[src/rtl/brc_pkg.sv]
`default_nettype none

package brc_pkg;

  // Width of sizes, surface dimensions and clip window registers.
  localparam int SIZE_BITS = 12;
  // Input coordinates carry one more bit than a size.
  localparam int CO_BITS = SIZE_BITS + 1;
  // Intermediate coordinates after the first clip.
  localparam int SPAN_BITS = SIZE_BITS + 2;
  // Output coordinates.
  localparam int OUT_BITS = SIZE_BITS + 3;
  // Signed working width used for the clipping comparisons and sums.
  localparam int WORK_BITS = SIZE_BITS + 4;
  localparam int CFG_INDEX_BITS = 2;

  typedef logic [SIZE_BITS-1:0] sz_t;
  typedef logic signed [CO_BITS-1:0] coord_t;
  typedef logic signed [SPAN_BITS-1:0] span_t;
  typedef logic signed [OUT_BITS-1:0] pos_t;
  typedef logic signed [WORK_BITS-1:0] wk_t;
  typedef logic [SIZE_BITS:0] shift_t;

  localparam wk_t WK_ONE = wk_t'(1);
  localparam wk_t WK_ZERO = wk_t'(0);
  localparam sz_t CLIP_SIZE_RESET = sz_t'(32'd4095);

  typedef enum logic [CFG_INDEX_BITS-1:0] {
    REG_CLIP_LEFT   = 2'd0,
    REG_CLIP_TOP    = 2'd1,
    REG_CLIP_WIDTH  = 2'd2,
    REG_CLIP_HEIGHT = 2'd3
  } cfg_reg_t;

  // Destination clip window as held in the configuration registers.
  typedef struct packed {
    sz_t left;
    sz_t top;
    sz_t width;
    sz_t height;
  } brc_win_t;

endpackage

`default_nettype wire

[src/rtl/brc_cfg.sv]
`default_nettype none

module brc_cfg (
  input  logic                                  clk,
  input  logic                                  rst,
  input  logic                                  cfg_write,
  input  logic [brc_pkg::CFG_INDEX_BITS-1:0]    cfg_index,
  input  brc_pkg::sz_t                          cfg_data,
  output brc_pkg::brc_win_t                     win
);
  import brc_pkg::*;

  brc_win_t win_reg;

  always_ff @(posedge clk) begin
    if (rst) begin
      win_reg.left   <= '0;
      win_reg.top    <= '0;
      win_reg.width  <= CLIP_SIZE_RESET;
      win_reg.height <= CLIP_SIZE_RESET;
    end else if (cfg_write) begin
      case (cfg_reg_t'(cfg_index))
        REG_CLIP_LEFT:   win_reg.left   <= cfg_data;
        REG_CLIP_TOP:    win_reg.top    <= cfg_data;
        REG_CLIP_WIDTH:  win_reg.width  <= cfg_data;
        REG_CLIP_HEIGHT: win_reg.height <= cfg_data;
        default: ;
      endcase
    end
  end

  assign win = win_reg;

endmodule

`default_nettype wire

[src/rtl/brc_axis.sv]
`default_nettype none

// Three register stages of clipping along one axis: surface leading edge, then
// surface trailing edge and window leading edge, then window trailing edge.
module brc_axis (
  input  logic             clk,
  input  logic             en,
  input  logic             whole,
  input  brc_pkg::coord_t  src_pos,
  input  brc_pkg::sz_t     src_size,
  input  brc_pkg::sz_t     surf_size,
  input  brc_pkg::coord_t  dst_pos,
  input  brc_pkg::sz_t     win_lo,
  input  brc_pkg::sz_t     win_size,
  output brc_pkg::pos_t    src_pos_out,
  output brc_pkg::pos_t    dst_pos_out,
  output brc_pkg::sz_t     src_size_out,
  output brc_pkg::sz_t     dst_size_out
);
  import brc_pkg::*;

  // Stage 1 registers.
  sz_t    s1_sx;
  span_t  s1_rx2;
  span_t  s1_dx;
  sz_t    s1_dw;
  sz_t    s1_surf;
  // Stage 2 registers.
  sz_t    s2_sw;
  shift_t s2_dd;
  pos_t   s2_sx;
  span_t  s2_dx;
  pos_t   s2_drx2;
  // Stage 3 registers.
  pos_t   s3_sx;
  pos_t   s3_dx;
  sz_t    s3_sw;
  sz_t    s3_dw;

  wk_t a_sx, a_sw, a_dx, a_rx2, a_dd, a_sxc, a_dxc, a_dw;
  wk_t b_sx, b_rx2, b_bnd, b_rx2c, b_sw, b_dx, b_drx2, b_lo, b_dd, b_dxc, b_sxn;
  wk_t c_sw, c_dd, c_swn, c_cx2, c_drx2, c_drx2c, c_dx, c_dw;

  // Source rectangle selection and clip to the surface's left or top edge.
  always_comb begin
    a_sx  = whole ? WK_ZERO : {{(WORK_BITS-CO_BITS){src_pos[CO_BITS-1]}}, src_pos};
    a_sw  = whole ? {{(WORK_BITS-SIZE_BITS){1'b0}}, surf_size}
                  : {{(WORK_BITS-SIZE_BITS){1'b0}}, src_size};
    a_dx  = {{(WORK_BITS-CO_BITS){dst_pos[CO_BITS-1]}}, dst_pos};
    a_rx2 = a_sx + a_sw - WK_ONE;
    a_dd  = WK_ZERO - a_sx;
    if (a_sx[WORK_BITS-1]) begin
      a_sxc = WK_ZERO;
      a_dxc = a_dx + a_dd;
      a_dw  = (a_sw >= a_dd) ? a_sw - a_dd : WK_ZERO;
    end else begin
      a_sxc = a_sx;
      a_dxc = a_dx;
      a_dw  = a_sw;
    end
  end

  // Surface trailing edge, and the window's leading edge on the destination.
  always_comb begin
    b_sx   = {{(WORK_BITS-SIZE_BITS){1'b0}}, s1_sx};
    b_rx2  = {{(WORK_BITS-SPAN_BITS){s1_rx2[SPAN_BITS-1]}}, s1_rx2};
    b_bnd  = {{(WORK_BITS-SIZE_BITS){1'b0}}, s1_surf} - WK_ONE;
    b_rx2c = (b_rx2 > b_bnd) ? b_bnd : b_rx2;
    b_sw   = (b_sx > b_rx2c) ? WK_ZERO : b_rx2c - b_sx + WK_ONE;
    b_dx   = {{(WORK_BITS-SPAN_BITS){s1_dx[SPAN_BITS-1]}}, s1_dx};
    b_drx2 = b_dx + {{(WORK_BITS-SIZE_BITS){1'b0}}, s1_dw} - WK_ONE;
    b_lo   = {{(WORK_BITS-SIZE_BITS){1'b0}}, win_lo};
    if (b_dx < b_lo) begin
      b_dd  = b_lo - b_dx;
      b_dxc = b_lo;
    end else begin
      b_dd  = WK_ZERO;
      b_dxc = b_dx;
    end
    b_sxn = b_sx + b_dd;
  end

  // Source shrink by the window shift, and the window's trailing edge.
  always_comb begin
    c_sw    = {{(WORK_BITS-SIZE_BITS){1'b0}}, s2_sw};
    c_dd    = {{(WORK_BITS-SIZE_BITS-1){1'b0}}, s2_dd};
    c_swn   = (c_sw >= c_dd) ? c_sw - c_dd : WK_ZERO;
    c_cx2   = {{(WORK_BITS-SIZE_BITS){1'b0}}, win_lo}
            + {{(WORK_BITS-SIZE_BITS){1'b0}}, win_size} - WK_ONE;
    c_drx2  = {{(WORK_BITS-OUT_BITS){s2_drx2[OUT_BITS-1]}}, s2_drx2};
    c_drx2c = (c_drx2 > c_cx2) ? c_cx2 : c_drx2;
    c_dx    = {{(WORK_BITS-SPAN_BITS){s2_dx[SPAN_BITS-1]}}, s2_dx};
    c_dw    = (c_dx > c_drx2c) ? WK_ZERO : c_drx2c - c_dx + WK_ONE;
  end

  always_ff @(posedge clk) begin
    if (en) begin
      s1_sx   <= a_sxc[SIZE_BITS-1:0];
      s1_rx2  <= a_rx2[SPAN_BITS-1:0];
      s1_dx   <= a_dxc[SPAN_BITS-1:0];
      s1_dw   <= a_dw[SIZE_BITS-1:0];
      s1_surf <= surf_size;

      s2_sw   <= b_sw[SIZE_BITS-1:0];
      s2_dd   <= b_dd[SIZE_BITS:0];
      s2_sx   <= b_sxn[OUT_BITS-1:0];
      s2_dx   <= b_dxc[SPAN_BITS-1:0];
      s2_drx2 <= b_drx2[OUT_BITS-1:0];

      s3_sx   <= s2_sx;
      s3_dx   <= c_dx[OUT_BITS-1:0];
      s3_sw   <= c_swn[SIZE_BITS-1:0];
      s3_dw   <= c_dw[SIZE_BITS-1:0];
    end
  end

  assign src_pos_out  = s3_sx;
  assign dst_pos_out  = s3_dx;
  assign src_size_out = s3_sw;
  assign dst_size_out = s3_dw;

endmodule

`default_nettype wire

[src/rtl/blit_rectangle_clipper.sv]
`default_nettype none

// Channel   | Direction | Handshake            | Contents
// ----------+-----------+----------------------+-----------------------------------
// input     | in        | in_valid / in_stall  | one blit request per transaction
// output    | out       | out_valid / out_stall| clipped origins, size, empty flag
// config    | in        | cfg_write            | clip window, index 0..3 on cfg_index
//
// Each request passes through the three clipping stages of each axis and then
// the output register that forms the copy size, and a new request can be taken
// in every cycle unless the input is stalled. Reset is synchronous and clears
// the valid bits and the clip window; data registers are not reset. A stalled
// result holds the whole pipeline, and the input is stalled only while a result
// waits at the output.
module blit_rectangle_clipper (
  input  logic                                 clk,
  input  logic                                 rst,
  input  logic                                 cfg_write,
  input  logic [brc_pkg::CFG_INDEX_BITS-1:0]   cfg_index,
  input  brc_pkg::sz_t                         cfg_data,
  input  logic                                 in_valid,
  output logic                                 in_stall,
  input  logic                                 whole_source,
  input  brc_pkg::coord_t                      src_left,
  input  brc_pkg::coord_t                      src_top,
  input  brc_pkg::sz_t                         src_width,
  input  brc_pkg::sz_t                         src_height,
  input  brc_pkg::sz_t                         surface_width,
  input  brc_pkg::sz_t                         surface_height,
  input  brc_pkg::coord_t                      dst_left,
  input  brc_pkg::coord_t                      dst_top,
  output logic                                 out_valid,
  input  logic                                 out_stall,
  output brc_pkg::pos_t                        out_src_left,
  output brc_pkg::pos_t                        out_src_top,
  output brc_pkg::pos_t                        out_dst_left,
  output brc_pkg::pos_t                        out_dst_top,
  output brc_pkg::sz_t                         out_width,
  output brc_pkg::sz_t                         out_height,
  output logic                                 empty_res
);
  import brc_pkg::*;

  brc_win_t win;

  // The pipeline advances as a whole unless a finished result is being held.
  logic en;
  logic v1, v2, v3;
  logic vout;

  pos_t x_src_pos, x_dst_pos, y_src_pos, y_dst_pos;
  sz_t  x_src_size, x_dst_size, y_src_size, y_dst_size;
  sz_t  w_next, h_next;

  pos_t r_src_left, r_src_top, r_dst_left, r_dst_top;
  sz_t  r_width, r_height;
  logic r_empty;

  assign en       = !(vout && out_stall);
  assign in_stall = vout && out_stall;

  brc_cfg u_cfg (
    .clk       (clk),
    .rst       (rst),
    .cfg_write (cfg_write),
    .cfg_index (cfg_index),
    .cfg_data  (cfg_data),
    .win       (win)
  );

  // Horizontal and vertical clipping are independent of each other.
  brc_axis u_axis_x (
    .clk          (clk),
    .en           (en),
    .whole        (whole_source),
    .src_pos      (src_left),
    .src_size     (src_width),
    .surf_size    (surface_width),
    .dst_pos      (dst_left),
    .win_lo       (win.left),
    .win_size     (win.width),
    .src_pos_out  (x_src_pos),
    .dst_pos_out  (x_dst_pos),
    .src_size_out (x_src_size),
    .dst_size_out (x_dst_size)
  );

  brc_axis u_axis_y (
    .clk          (clk),
    .en           (en),
    .whole        (whole_source),
    .src_pos      (src_top),
    .src_size     (src_height),
    .surf_size    (surface_height),
    .dst_pos      (dst_top),
    .win_lo       (win.top),
    .win_size     (win.height),
    .src_pos_out  (y_src_pos),
    .dst_pos_out  (y_dst_pos),
    .src_size_out (y_src_size),
    .dst_size_out (y_dst_size)
  );

  // The copy size is the smaller of the clipped source and destination.
  assign w_next = (x_src_size < x_dst_size) ? x_src_size : x_dst_size;
  assign h_next = (y_src_size < y_dst_size) ? y_src_size : y_dst_size;

  always_ff @(posedge clk) begin
    if (rst) begin
      v1   <= 1'b0;
      v2   <= 1'b0;
      v3   <= 1'b0;
      vout <= 1'b0;
    end else if (en) begin
      v1   <= in_valid;
      v2   <= v1;
      v3   <= v2;
      vout <= v3;
    end
  end

  always_ff @(posedge clk) begin
    if (en) begin
      r_src_left <= x_src_pos;
      r_src_top  <= y_src_pos;
      r_dst_left <= x_dst_pos;
      r_dst_top  <= y_dst_pos;
      r_width    <= w_next;
      r_height   <= h_next;
      r_empty    <= (w_next == '0) || (h_next == '0);
    end
  end

  assign out_valid    = vout;
  assign out_src_left = r_src_left;
  assign out_src_top  = r_src_top;
  assign out_dst_left = r_dst_left;
  assign out_dst_top  = r_dst_top;
  assign out_width    = r_width;
  assign out_height   = r_height;
  assign empty_res    = r_empty;

  // An accepted transaction must occupy the first stage on the next cycle.
  a_accept_enters: assert property (@(posedge clk) disable iff (rst)
    (in_valid && !in_stall) |=> v1)
    else $error("accepted transaction did not enter the pipeline");

  // The input is only held back while a result waits at the output.
  a_stall_cause: assert property (@(posedge clk) disable iff (rst)
    in_stall |-> (out_valid && out_stall))
    else $error("input stalled without a held result");

  // A request in the last clipping stage reaches the output when not held.
  a_last_stage: assert property (@(posedge clk) disable iff (rst)
    (v3 && !in_stall) |=> out_valid)
    else $error("result lost between last stage and output");

  // Clipping to the surface leaves the source origin never negative.
  a_src_nonneg: assert property (@(posedge clk) disable iff (rst)
    out_valid |-> (!out_src_left[OUT_BITS-1] && !out_src_top[OUT_BITS-1]))
    else $error("clipped source origin is negative");

endmodule

`default_nettype wire
[config.mk]
export PLATFORM = sky130hd
export DESIGN_NAME = blit_rectangle_clipper
export DESIGN_NICKNAME = d
export VERILOG_FILES = /design/src/rtl/brc_pkg.sv /design/src/rtl/brc_cfg.sv /design/src/rtl/brc_axis.sv /design/src/rtl/blit_rectangle_clipper.sv
export SDC_FILE = /design/constraint.sdc
export NUM_CORES = 2
export LEC_CHECK = 0
export BUFFER_PORTS_ARGS = -buffer_cell sky130_fd_sc_hd__buf_2
export CORE_MARGIN = 8
export CORE_UTILIZATION = 65
export DETAILED_ROUTE_END_ITERATION = 6
export GPL_TIMING_DRIVEN = 1
export PLACE_DENSITY = 0.84
export RECOVER_POWER = 50
export SLEW_MARGIN = 40
export SYNTH_ARGS = -nofsm -noshare
export SYNTH_HDL_FRONTEND = slang
export SYNTH_HIERARCHICAL = 1
export SYNTH_SLANG_ARGS = --single-unit
[constraint.sdc]
create_clock -name clk -period 27.5 [get_ports clk]
set_input_delay 4.125 -clock clk [delete_from_list [all_inputs] [get_ports clk]]
set_output_delay 4.125 -clock clk [all_outputs]
set_load 0.005 [all_outputs]
## Word-level counts from Yosys, hierarchy flattened

Index checks and enable logic that the tools add are counted.
W data, S select, Z words.

- RAM bits: 0
- Bits in latches: 0
- Register bits after elaboration: 507
- Memories kept: 0
- Bits in read-only memories: 0
- Word-level logic and storage cells: 127

- Shift operators: 0
- Reductions and logical operators: 9
- Multipliers: 0
- Bitwise gates (word level): 0
- Add/sub/neg operators: 34
- Order comparisons: 16
- Div/mod/pow operators: 0
- Mux-type cells: 20
- Equality and inequality tests: 3

Operators with widths:

| operator | count |
|---|---|
| $mux W12 | 10 |
| $mux W16 | 6 |
| $sub A12 B12 Y12 | 8 |
| $add A12 B2 Y12 const B | 4 |
| $ge A13 B16 Y1 | 2 |
| $gt A13 B16 Y1 | 2 |
| $gt A14 B16 Y1 | 2 |
| $gt A15 B16 Y1 | 2 |
| $sub A1 B16 Y16 const A | 2 |
| $sub A16 B1 Y16 const B | 2 |
| $add A13 B15 Y15 | 2 |
| $add A14 B13 Y15 | 2 |
| $mux W15 | 2 |
| $sub A13 B14 Y15 | 2 |
| $sub A15 B1 Y15 const B | 2 |
| $add A13 B14 Y14 | 2 |
| $add A14 B14 Y14 | 2 |
| $gt A14 B13 Y1 | 2 |
| $lt A14 B13 Y1 | 2 |
| $mux W14 | 2 |
| $sub A14 B2 Y14 const B | 2 |
| $add A12 B12 Y13 | 2 |
| $ge A12 B13 Y1 | 2 |
| $sub A12 B1 Y13 const B | 2 |
| other kinds (8) | 14 |

## Logic depth before layout (Yosys ltp)

- Depth in word-level cells: 6
- Depth in mapped cells: 34
- Depth with buffers taken out: 33

## Modules after synthesis

Netlist, hierarchy kept.

By module, submodules not included:

| module | times used | area each (µm²) | cells an instance | sequential area each (µm²) |
|---|---|---|---|---|
| brc_axis (u_axis_y) | 1 | 14883.0 | 1530 | 5585.4 |
| brc_axis (u_axis_x) | 1 | 14821.7 | 1527 | 5585.4 |
| blit_rectangle_clipper | 1 | 3763.6 | 234 | 2632.5 |
| brc_cfg | 1 | 1921.8 | 187 | 960.9 |

## Least setup slack after synthesis

No wires, ideal clock.

- Kind: input to output
- Start point: input out_stall
- End point: output in_stall
- Data arrival time: 15088 ps
- Buffers on the path: 0
- Stages: 2
- Data required time: 23375 ps
- Path slack: 8287 ps
- Path through: nand2_1 inv_1

- Cells in the longest elaborated chain, start to end: 1

RTL lines:

| what | line | source |
|---|---|---|
| start: declaration | blit_rectangle_clipper.sv:33 | `input logic out_stall,` |
| $logic_and A1 B1 Y1 | blit_rectangle_clipper.sv:60 | `assign in_stall = vout && out_stall;` |
| end: declaration | blit_rectangle_clipper.sv:22 | `output logic in_stall,` |

No other way between the ends.

## Worst setup path after layout

Ends and elaborated chain as after synthesis.

==> results.json <==
{
  "maxSlewHeadroom_pct": -174,
  "largest_register_ffs": 48,
  "powerDensity_nw_per_um2": 96.1,
  "die_area_um2": 62200,
  "n_fill_cell": 3901,
  "core_area_um2": 53800,
  "peakVddDrop_uv": 64.9,
  "rsz0062_at_grt": "no",
  "tightest_slew_ns": 4.11,
  "vias": 25700,
  "worstPathRequired_ns": 23.37,
  "setup_viol": 0,
  "antenna_found_initial": 3,
  "cts_hold_buffers": 0,
  "drive_gt1_share_pct": 9.59,
  "synth.avg_cell_area_um2": 10.2,
  "hold_path.class": "flip-flop to flip-flop",
  "cts_tree": "built",
  "max_cap_viol_count": 6,
  "placed_cell_area_um2": 37200,
  "port_buffers": 206,
  "fin_cells": 4440,
  "synth_area_um2": 35400,
  "wl_per_cell_um": 18.7,
  "cts.sinks": 509,
  "setup_slack_ns": 16.10,
  "ys.flop_type": "edfxtp_1",
  "finalHoldViolCount": 0,
  "dp.cells": 4336,
  "synth_edf_count": 457,
  "clock_path_buffers": 3,
  "ant_nets": 0,
  "first_pass_iters": 5,
  "finalCritPeriodShare_pct": 41.5,
  "die-height_um": 249,
  "worstPathMaxFanout": 69,
  "ys_seq_elements": 509,
  "p_leak_nw": 18.3,
  "ys_async_sr_fraction_pct": 0,
  "grt_pass1_vias": 25200,
  "nets": 4324,
  "initial_utilization_pct": 65.8,
  "place_ws_ns": 18.17,
  "drt_iter0_drc": 1977,
  "clock.fmax_mhz": 87.7,
  "violations": "capacitance limit, slew limit",
  "drt-total-wl_um": 83100,
  "critical_path_class": "input port to primary output",
  "std_cell_rows": 85,
  "drc": 0,
  "worstPathArrival_ns": 7.28,
  "gp_congestion": 0.948,
  "status": "complete, but fails checks",
  "cts_made_buffers": 55,
  "grt_max_degree": 158,
  "vias_per_cell": 5.80,
  "grt_pass1_wl_um": 130000,
  "ctsHtreeMaxLevel": 2,
  "min_period_ns": 11.40,
  "hpwl_um": 64900,
  "synth_seq_area_share_pct": 41.7,
  "clk_latency_ns": 0.63,
  "clk_pin_slew_ns": 0.07,
  "synthesis.nets": 4104,
  "grt_overflow": 0,
  "die_x_um": 249,
  "design_area_um2": 38900,
  "area_growth_pct": 9.86,
  "cts_setup_buffers": 0,
  "ys_types": 97,
  "ys_warn_count": 6,
  "tns_ns": 0,
  "startpoint_type": "input port",
  "cts_resized": 0,
  "fin_skew_ns": 0.0314,
  "pin_count": 207,
  "cts_root_buf": "clkbuf_16",
  "synthCells": 3478,
  "gr-usage-all-layers_pct": 25.8,
  "endpoint_kind": "primary output",
  "worst_hold_slack_ns": 0.411,
  "drv_slew": 337
}
==> worst paths after layout <==
path / from / endpoint / slack (ns) / cells after the start
setup / recovery: out_stall / in_stall / 16.10 / 4
hold / removal: u_axis_x/s2_sx[8] / u_axis_x/src_pos_out[8] / 0.41 / 0
setup reg to reg: u_cfg/win[37] / u_axis_x/dst_size_out[11] / 19.86 / 30
hold reg to reg: u_axis_x/s2_sx[8] / u_axis_x/src_pos_out[8] / 0.41 / 0
==> worst max-delay path: stages <==
cell and delay [ns]:
buf_2 0.10, nand2_1 1.97, inv_1 0.72, buf_2 0.35
==> stage by stage <==
stage	util (%)	power, W
floorplan	-	0.00259
global placement	68.9	0.00294
detailed placement	69.0	0.00300
CTS	72.4	0.00375
global route	72.2	0.00400
finish	72.2	0.00374
==> report_power, final <==
| part | switching (W) | internal, W |
|---|---|---|
| Clock | 0.000314 | 0.000420 |
| Sequential | 0.000112 | 0.00112 |
| Combinational | 0.000999 | 0.000771 |
==> layout by cell type (no fill, tap or decap), types with 10 or more instances in the layout <==
cell and instances:
a31oi_1 12, mux2_2 11, xor2_1 80, clkinv_2 10
nand4_1 28, mux2i_1 83, fa_1 20, nor2_2 11
a21oi_1 160, nor4_1 27, nor2b_1 51, dfxtp_1 52
edfxtp_1 457, clkbuf_1 26, nor3_1 71, o21bai_1 20
and3_1 21, o31ai_1 20, a211oi_1 32, xnor2_1 132
clkbuf_16 57, nor2_1 269, o22ai_1 24, nand3_1 59
inv_1 533, and2_1 11, mux2_1 17, o21a_1 58
a21o_1 65, o21ai_0 161, buf_2 191, ha_1 486
nand2_1 163, or3_1 16, nand2b_1 96
==> cells in the mapped netlist, drive strengths merged (29+ instances only) <==
cell type    n  area (um2)
nand3       59         295
nor2b       51         319
inv        538        2020
nor2       281        1100
dfxtp       52        1040
nand2b      96         601
clkbuf      29         109
o21a        58         435
ha         486        6080
nor3        73         375
mux2i       86         861
mux2        34         432
xor2        80         701
edfxtp     457       13700
a211oi      35         283
nand2      163         612
a21oi      160         801
o21ai      165         826
xnor2      133        1170
a21o        65         488
==> layer usage <==
| metal | up-vias | global-route usage [%] | share of wire, % |
|---|---|---|---|
| li1 | 12700 | - | - |
| met1 | 12100 | 34.1 | 44 |
| met2 | 800 | 43.6 | 47 |
| met3 | 156 | 3.28 | 5.4 |
| met4 | 4 | 9.32 | 3.5 |
| met5 | - | 0 | 0.040 |
==> area by class of cell <==
class	count	area [um2]	share of cell area, %
Multi-Input combinational cell	2373	18300	47.0
Tap cell	696	871	2.24
Sequential cell	509	14800	38.0
Timing Repair Buffer	220	1130	2.90
Clock inverter	33	309	0.795
Inverter	539	2020	5.20
Clock buffer	69	1510	3.87
Antenna cell	1	2.50	0.00644
==> cell families (layout without fill, tap and decap cells) <==
group	Yosys count	count (layout)	share of synthesized area [%]
buffers and inverters	596	861	6.57
AO/OA/AOI/OAI	660	660	12.2
AND/OR/NAND/NOR	874	874	12.2
other	0	1	0
adder cells (fa/ha/maj)	506	506	18.3
XOR/XNOR	213	213	5.29
flip-flops	509	509	41.7
multiplexers	120	120	3.65
Power figures use the tool's default switching activity.
